File: src/hdl/hjbp_pkg.sv
// Shared constants and control types of the hash join build and probe engine.
package hjbp_pkg;

  localparam int KEY_W = 32;
  localparam int CNT_W = 12;
  localparam int TOT_W = 48;
  localparam int BB_W = 4;
  localparam int SH_W = 5;
  localparam int CFG_IDX_W = 1;
  localparam int CFG_DATA_W = 5;
  localparam int HV_W = 15;

  localparam int DEF_SLOTS = 2;
  localparam int DEF_MAX_BUCKETS = 1024;
  localparam int DEF_OVF_BUCKETS = 512;

  localparam logic [1:0] ACT_INSERT = 2'd0;
  localparam logic [1:0] ACT_PROBE = 2'd1;
  localparam logic [1:0] ACT_CLEAR = 2'd2;

  localparam logic [CFG_IDX_W-1:0] REG_BUCKET_BITS = 1'd0;
  localparam logic [CFG_IDX_W-1:0] REG_HASH_SHIFT = 1'd1;

  typedef struct packed {
    logic latch;
    logic rd_head;
    logic ins_head;
    logic rd_ovf_head;
    logic rd_ovf_next;
    logic ins_ovf;
    logic alloc;
    logic cnt_head;
    logic cnt_ovf;
    logic clr_step;
    logic load_out;
  } cmd_t;

  typedef struct packed {
    logic [1:0] action;
    logic       head_room;
    logic       head_linked;
    logic       ovf_room;
    logic       ovf_linked;
    logic       clr_last;
    logic       out_busy;
  } stat_t;

endpackage

File: src/hdl/hjbp_ctrl.sv
// Controller state machine of the hash join engine.
module hjbp_ctrl
  import hjbp_pkg::*;
(
  input  logic       clk,
  input  logic       rst,
  input  logic       in_valid,
  input  logic [1:0] in_action,
  output logic       in_ready,
  input  stat_t      stat,
  output cmd_t       cmd
);

  localparam logic [3:0] S_IDLE  = 4'd0;
  localparam logic [3:0] S_HASH1 = 4'd1;
  localparam logic [3:0] S_HASH2 = 4'd2;
  localparam logic [3:0] S_HASH3 = 4'd3;
  localparam logic [3:0] S_RDH   = 4'd4;
  localparam logic [3:0] S_HEAD  = 4'd5;
  localparam logic [3:0] S_OVF   = 4'd6;
  localparam logic [3:0] S_CLEAR = 4'd7;
  localparam logic [3:0] S_DONE  = 4'd8;

  logic [3:0] state, state_next;
  logic       clr_result, clr_result_next;

  assign in_ready = (state == S_IDLE);

  always_comb begin
    cmd = '0;
    state_next = state;
    clr_result_next = clr_result;
    unique case (state)
      S_IDLE: begin
        if (in_valid) begin
          cmd.latch = 1'b1;
          case (in_action) inside
            ACT_INSERT, ACT_PROBE: state_next = S_HASH1;
            ACT_CLEAR: begin
              state_next = S_CLEAR;
              clr_result_next = 1'b1;
            end
            default: state_next = S_DONE;
          endcase
        end
      end
      S_HASH1: state_next = S_HASH2;
      S_HASH2: state_next = S_HASH3;
      S_HASH3: state_next = S_RDH;
      S_RDH: begin
        cmd.rd_head = 1'b1;
        state_next = S_HEAD;
      end
      S_HEAD: begin
        if (stat.action == ACT_INSERT) begin
          if (stat.head_room) begin
            cmd.ins_head = 1'b1;
            state_next = S_DONE;
          end else if (stat.head_linked) begin
            cmd.rd_ovf_head = 1'b1;
            state_next = S_OVF;
          end else begin
            cmd.alloc = 1'b1;
            state_next = S_DONE;
          end
        end else begin
          cmd.cnt_head = 1'b1;
          if (stat.head_linked) begin
            cmd.rd_ovf_head = 1'b1;
            state_next = S_OVF;
          end else begin
            state_next = S_DONE;
          end
        end
      end
      S_OVF: begin
        if (stat.action == ACT_INSERT) begin
          if (stat.ovf_room) cmd.ins_ovf = 1'b1;
          else cmd.alloc = 1'b1;
          state_next = S_DONE;
        end else begin
          cmd.cnt_ovf = 1'b1;
          if (stat.ovf_linked) cmd.rd_ovf_next = 1'b1;
          else state_next = S_DONE;
        end
      end
      S_CLEAR: begin
        cmd.clr_step = 1'b1;
        if (stat.clr_last) begin
          state_next = clr_result ? S_DONE : S_IDLE;
          clr_result_next = 1'b0;
        end
      end
      S_DONE: begin
        if (!stat.out_busy) begin
          cmd.load_out = 1'b1;
          state_next = S_IDLE;
        end
      end
      default: state_next = S_IDLE;
    endcase
  end

  always_ff @(posedge clk) begin
    if (rst) begin
      state <= S_CLEAR;
      clr_result <= 1'b0;
    end else begin
      state <= state_next;
      clr_result <= clr_result_next;
    end
  end

endmodule

File: config.mk
export PLATFORM = sky130hd
export DESIGN_NAME = hjbp_ctrl
export DESIGN_NICKNAME = d
export VERILOG_FILES = /design/src/hdl/hjbp_pkg.sv /design/src/hdl/hjbp_ctrl.sv
export SDC_FILE = /design/constraint.sdc
export NUM_CORES = 1
export LEC_CHECK = 0
export ABC_CLOCK_PERIOD_IN_PS = 1590
export BUFFER_PORTS_ARGS = -buffer_cell sky130_fd_sc_hd__buf_4
export CORE_MARGIN = 2
export CORE_UTILIZATION = 39
export DETAILED_ROUTE_END_ITERATION = 10
export PLACE_DENSITY_LB_ADDON = 0.12
export SLEW_MARGIN = 20
export SYNTH_ARGS = -nofsm -noshare
export SYNTH_HDL_FRONTEND = slang
export SYNTH_SLANG_ARGS = --single-unit
File: constraint.sdc
create_clock -name clk -period 1.59 [get_ports clk]
set_input_delay 0.0795 -clock clk [delete_from_list [all_inputs] [get_ports clk]]
set_output_delay 0.0795 -clock clk [all_outputs]
set_load 0.05 [all_outputs]
==> results.toml, run 1 <==
[setup_path]
crit_fanout = 11
end_kind = "output port"
arrival_ps = 1610
cpPeakStageDelay_ps = 360
crit_start = "state[3]$_SDFFE_PP0P_"
slowest_stage = "o32a_1"
reg2reg_to = "state[2]$_SDFFE_PP1P_"
path_depth = 5
cp_num_buf_inv = 2
path_delay_family = "compound AO/OA/AOI/OAI gates"
critPathKind = "reg2out"
critPathRequiredTime_ps = 1510
crit_chain = "buf_6, nand4bb_1, o32a_1, nor3_4, buf_6"
r2r_slack_ps = 70
timing.rr.start = "state[0]$_SDFFE_PP1P_"
crit_path_start_kind = "flip-flop"
r2r_cells = 5
crit_end = "cmd[4]"
crit_top_cell = "buf_6"

[flow_run]
drv_cap = 0

[timing]
setup_viol = 1
layout_setup_ws_ps = -96.4
fin_crit_ps = 1690
max_freq_ghz = 0.593
finClkSkew_ps = 10.2
finalMaxSlewViolations = 0
worst_pin_slew_ps = 400
rsz0062_at_grt = "true"
relSlewSlack_pct = 72.9
fin_tns_setup_ps = -96.4
fin_crit_sh_pct = 106
hold_viol = 0

[finish]
nets = 104
synthToLayoutAreaGrowth_pct = 64.9
diodes = 0
finish.utilization_pct = 72.1
fill_cells = 94
drive_above_1_share_pct = 56.7
stdcell_count = 104

[power_and_ir_drop]
internal_power_mw = 0.740
clkPwrFrac_pct = 10.3
p_comb_share_pct = 68.3
p_per_area_nw_per_um2 = 1770
p_leak_nw = 0.351
seqPwrFrac_pct = 21.4
p_sw_share_pct = 49.7
p_switching_mw = 0.731
irDropWorstVdd_v = 0.000974

[placement]
place.gp.congestion = 0.738
hpwl_mm = 1.18
dp.cells = 98
io_buffer_count = 24

[synth]
yosysWarnings = 0
synth_edf_count = 0
synth.distinct_cells = 37
synth_flop_cell = "dfxtp_1"
synth_async_sr_flop_share_pct = 0
synth_area_um2 = 505
synth_fp_nets = 72
synth-seq-area-share_pct = 19.8
synthCells = 59
synth_area_per_cell_um2 = 8.57
ys_ff_latch = 5

[global_route]
grt.overflow.total = 0
top_usage_layer = "met2"
grt.total_usage_pct = 21.0
grt_pass1_wl_mm = 2.21
grt_max_degree = 13
met2_usage_pct = 35.9
grtUsageMet1_pct = 26.1
grt_pass1_vias = 511
global_route.usage.met3_pct = 1.67
antenna_found_initial = 0

[route]
wl_mm = 1.43
drc_errors = 0
viasPerCell = 5.60
ant_nets = 0
drt_iter0_drc = 8
wl_per_cell_um = 13.7
vias = 582
drtPass1Iterations = 4

[clock_network]
clk_pin_slew_worst_paths_ps = 50
clock-sinks = 5
htree_levels = 1
cts_buffers = 3
cts_tree = "yes"
cts_root_buf = "clkbuf_4"
clock_path_buffers = 2
clock_latency_ps = 250

[die]
coreArea_um2 = 1160
dieWidth_um = 40
initial_utilization_pct = 43.7
dieArea_um2 = 1600
rows = 12
die_h_um = 40
num_io_pins = 25

[outcome]
status = "finished with violations"
violations = "setup timing"

[min_path]
hold_class = "in2reg"
==> state kept, by name, summed over array words and instances, names as in the netlist <==
register	count
clr_result	1
state	4
==> cell type report <==
cell class | instances | area (um2) | share of cell area, %
Clock buffer | 4 | 26.3 | 3.15
Inverter | 3 | 16.3 | 1.95
Multi-Input combinational cell | 47 | 413 | 49.5
Sequential cell | 5 | 108 | 12.9
Tap cell | 14 | 17.5 | 2.10
Timing Repair Buffer | 31 | 253 | 30.3
==> repair_timing <==
item	in CTS	in global routing
pin swaps	1	1
setup endpoints to repair	2	5
setup buffers	2	0
hold endpoints to repair	0	0
resized for setup	3	2
hold buffers	0	0
==> power groups by stage <==
stage,Clock [mW],Sequential (mW),Combinational [mW]
2_1_floorplan,0,0.228,0.788
3_3_place_gp,0,0.302,0.967
3_5_place_dp,0,0.304,0.977
4_1_cts,0.154,0.306,0.998
5_1_grt,0.161,0.324,1.07
6_report,0.152,0.315,1.00
==> cell families after synthesis <==
| group | Yosys count | synth area share [%] |
|---|---|---|
| xor+xnor | 1 | 1.73 |
| compound gates | 14 | 22.8 |
| buf+inv | 7 | 5.69 |
| flops | 5 | 19.8 |
| simple gates | 32 | 50.0 |
==> cell usage after synthesis, drive strengths merged (2+ instances only) <==
master | instances | area, um2
dfxtp | 5 | 100
nand2 | 6 | 30.0
nand4bb | 3 | 50.1
nor3 | 2 | 10.0
a21oi | 2 | 10.0
clkbuf | 2 | 7.51
o211ai | 2 | 15.0
nor3b | 2 | 15.0
nor4 | 2 | 18.8
inv | 3 | 11.3
buf | 2 | 10.0
nor2 | 7 | 50.1
nor2b | 2 | 12.5
a221oi | 2 | 17.5
==> stage by stage <==
step / hold WS (ps) / total power, mW / setup slack, ps / cell area (um2)
finish: 20.7 / 1.47 / -96.4 / 833
global route: 27.1 / 1.55 / -146 / 833
CTS: 12.2 / 1.46 / -105 / 823
detailed placement: 278 / 1.28 / 43.5 / 773
global placement: 274 / 1.27 / 76.1 / 773
floorplan: 158 / 1.02 / -138 / 559
==> how the worst min path moves through the flow <==
stage,from,to,slack [ps],cells past startpoint
2_1_floorplan,rst,clr_result$_SDFFE_PP0P_,160,1
3_3_place_gp,rst,clr_result$_SDFFE_PP0P_,270,2
3_5_place_dp,rst,clr_result$_SDFFE_PP0P_,280,2
4_1_cts,rst,clr_result$_SDFFE_PP0P_,10,2
5_1_grt,rst,clr_result$_SDFFE_PP0P_,30,2
6_report,rst,clr_result$_SDFFE_PP0P_,20,2
==> cell usage in the layout, fill, tap and decap left out, types with 2 or more instances in the layout <==
cell       netlist  final
a21oi_1          2      2
a221oi_1         2      2
buf_4            0     28
buf_6            0      2
clkbuf_4         0      3
dfxtp_2          0      3
inv_1            2      2
nand2_1          5      5
nand4bb_1        2      2
nor2_1           5      5
nor2b_1          2      2
nor3b_1          2      2
o211ai_1         2      2
==> metal layers <==
| metal | up-vias | part of all wire, % |
|---|---|---|
| met4 | 0 | 0.84 |
| met2 | 19 | 52 |
| met5 | - | 0 |
| met1 | 271 | 43 |
| li1 | 290 | - |
| met3 | 2 | 4.5 |
Power figures use the tool's default switching activity.
==> run 2, diff against run 1 <==
--- a/config.mk
+++ b/config.mk
@@ -7,11 +7,12 @@
 export LEC_CHECK = 0
 export ABC_CLOCK_PERIOD_IN_PS = 1590
 export BUFFER_PORTS_ARGS = -buffer_cell sky130_fd_sc_hd__buf_4
-export CORE_MARGIN = 2
+export CORE_MARGIN = 1.5
 export CORE_UTILIZATION = 39
 export DETAILED_ROUTE_END_ITERATION = 10
+export GPL_TIMING_DRIVEN = 0
 export PLACE_DENSITY_LB_ADDON = 0.12
-export SLEW_MARGIN = 20
+export SLEW_MARGIN = 25
 export SYNTH_ARGS = -nofsm -noshare
 export SYNTH_HDL_FRONTEND = slang
 export SYNTH_SLANG_ARGS = --single-unit
==> run 2 against run 1 <==
Setup slack improved by 61 ps. Clock skew is essentially flat. Design area increased by 14%. Largest cell class unchanged. Critical endpoint unchanged. Sequential power is 23% lower. The run still ends with setup timing left. First-iteration DRC count increased by 88%. Clock power up 5%.
==> results.toml, run 2 (synthesis gave the netlist of run 1 again) <==
[route]
wl_per_cell_um = 18.1
drtPass1Iterations = 4
viasPerCell = 5.83
drc_errors = 0
wl_mm = 1.99
ant_nets = 0
vias = 641
drt_iter0_drc = 15

[global_route]
grt_pass1_vias = 575
antenna_found_initial = 0
grt.overflow.total = 0
grt_max_degree = 11
grt_pass1_wl_mm = 2.70
grt.total_usage_pct = 27.0

[clock_network]
cts_tree = "yes"
cts_root_buf = "clkbuf_4"
htree_levels = 1
clock-sinks = 5
clk_pin_slew_worst_paths_ps = 50
cts_buffers = 3
clock_latency_ps = 260
clock_path_buffers = 2

[timing]
fin_crit_ps = 1630
layout_setup_ws_ps = -35.1
setup_viol = 3
finClkSkew_ps = 10.3
max_freq_ghz = 0.615
finalMaxSlewViolations = 0
hold_viol = 0
relSlewSlack_pct = 76.4
worst_pin_slew_ps = 351
rsz0062_at_grt = "true"
whs_ps = 30.4
fin_crit_sh_pct = 102

[die]
rows = 12
initial_utilization_pct = 43.7
coreArea_um2 = 1160
dieArea_um2 = 1520
die_h_um = 39
dieWidth_um = 39
num_io_pins = 25

[setup_path]
crit_fanout = 2
critPathKind = "reg2out"
r2r_cells = 6
end_kind = "output port"
critPathRequiredTime_ps = 1510
cp_num_buf_inv = 2
path_depth = 5
path_delay_family = "compound AO/OA/AOI/OAI gates"
arrival_ps = 1550
cpPeakStageDelay_ps = 350
r2r_slack_ps = 0
slowest_stage = "o32a_1"
crit_chain = "buf_8, nand4bb_4, o32a_1, nor3_4, buf_6"
crit_path_start_kind = "flip-flop"

[finish]
finish.utilization_pct = 82.3
diodes = 0
final_cell_mix = "29 x buf_4, 4 x clkbuf_4, 4 x buf_8, 4 x nand2_1, 4 x nor2_1"
drive_above_1_share_pct = 64.6
synthToLayoutAreaGrowth_pct = 88.1
final_common_cell = "buf_4"
reg_top3 = "state x4, clr_result x1"
largest_reg_flops = 4
fill_cells = 72
nets = 110
largest_register = "state"

[outcome]
status = "finished with violations"
violations = "setup timing"

[power_and_ir_drop]
irDropWorstVdd_v = 0.00114
p_leak_nw = 0.396
p_per_area_nw_per_um2 = 1880

[min_path]
whs_path_depth = 2
hold_class = "in2reg"

[placement]
io_buffer_count = 24
place.gp.congestion = 0.854
hpwl_mm = 1.16

[flow_run]
drv_cap = 0
[run 2: cell type report]
cell class	instances	area [um2]	area share, %
multi-input combinational	47	463	48.7
timing repair buffer	33	274	28.8
sequential	5	109	11.4
buffer	4	45.0	4.74
clock buffer	4	26.3	2.76
tap	14	17.5	1.84
inverter	3	16.3	1.71
[run 2: final timing paths]
check,from,to
setup reg to reg,state[2]$_SDFFE_PP1P_,state[3]$_SDFFE_PP0P_
setup / recovery,state[1]$_SDFFE_PP1P_,cmd[4]
hold reg to reg,clr_result$_SDFFE_PP0P_,clr_result$_SDFFE_PP0P_
hold / removal,rst,clr_result$_SDFFE_PP0P_
[run 2: per-layer routing]
layer	global-route usage, %	up-vias	share of wire (%)
li1	-	300	-
met5	0	-	0
met3	5.20	5	3.1
met1	30.6	320	42
met2	48.8	16	53
met4	10.3	0	1.8
[run 2: report_power, final]
group	leakage [nW]	internal (mW)	total, mW	switching [mW]
registers	0.0417	0.190	0.243	0.0532
logic	0.339	0.632	1.39	0.758
clock network	0.0150	0.0957	0.159	0.0636
total	0.396	0.917	1.79	0.875
[run 2: worst register-to-register path, cell delays in order (launching register included)]
cell and delay [ps]:
dfxtp_4 340, buf_8 120, buf_8 130, nand2_4 60
nor3b_1 50, or4_4 550, o32ai_2 260
[run 2: stage by stage]
| stage | worst slack [ps] | TNS (ps) | power, mW | cells | cell area (um2) |
|---|---|---|---|---|---|
| global placement | -98.5 | -360 | 1.24 | 97 | 757 |
| floorplan | -138 | -484 | 1.02 | 59 | 559 |
| finish | -35.1 | -53.7 | 1.79 | 110 | 951 |
| CTS | -153 | -159 | 1.66 | 110 | 912 |
| global route | -92.3 | -398 | 1.87 | 110 | 951 |
| detailed placement | -116 | -394 | 1.25 | 97 | 757 |
[run 2: repair_timing]
action	in CTS	in global routing
pin swaps	7	4
hold buffers	0	0
gates resized for setup	13	11
setup endpoints to repair	8	8
setup buffers	9	0
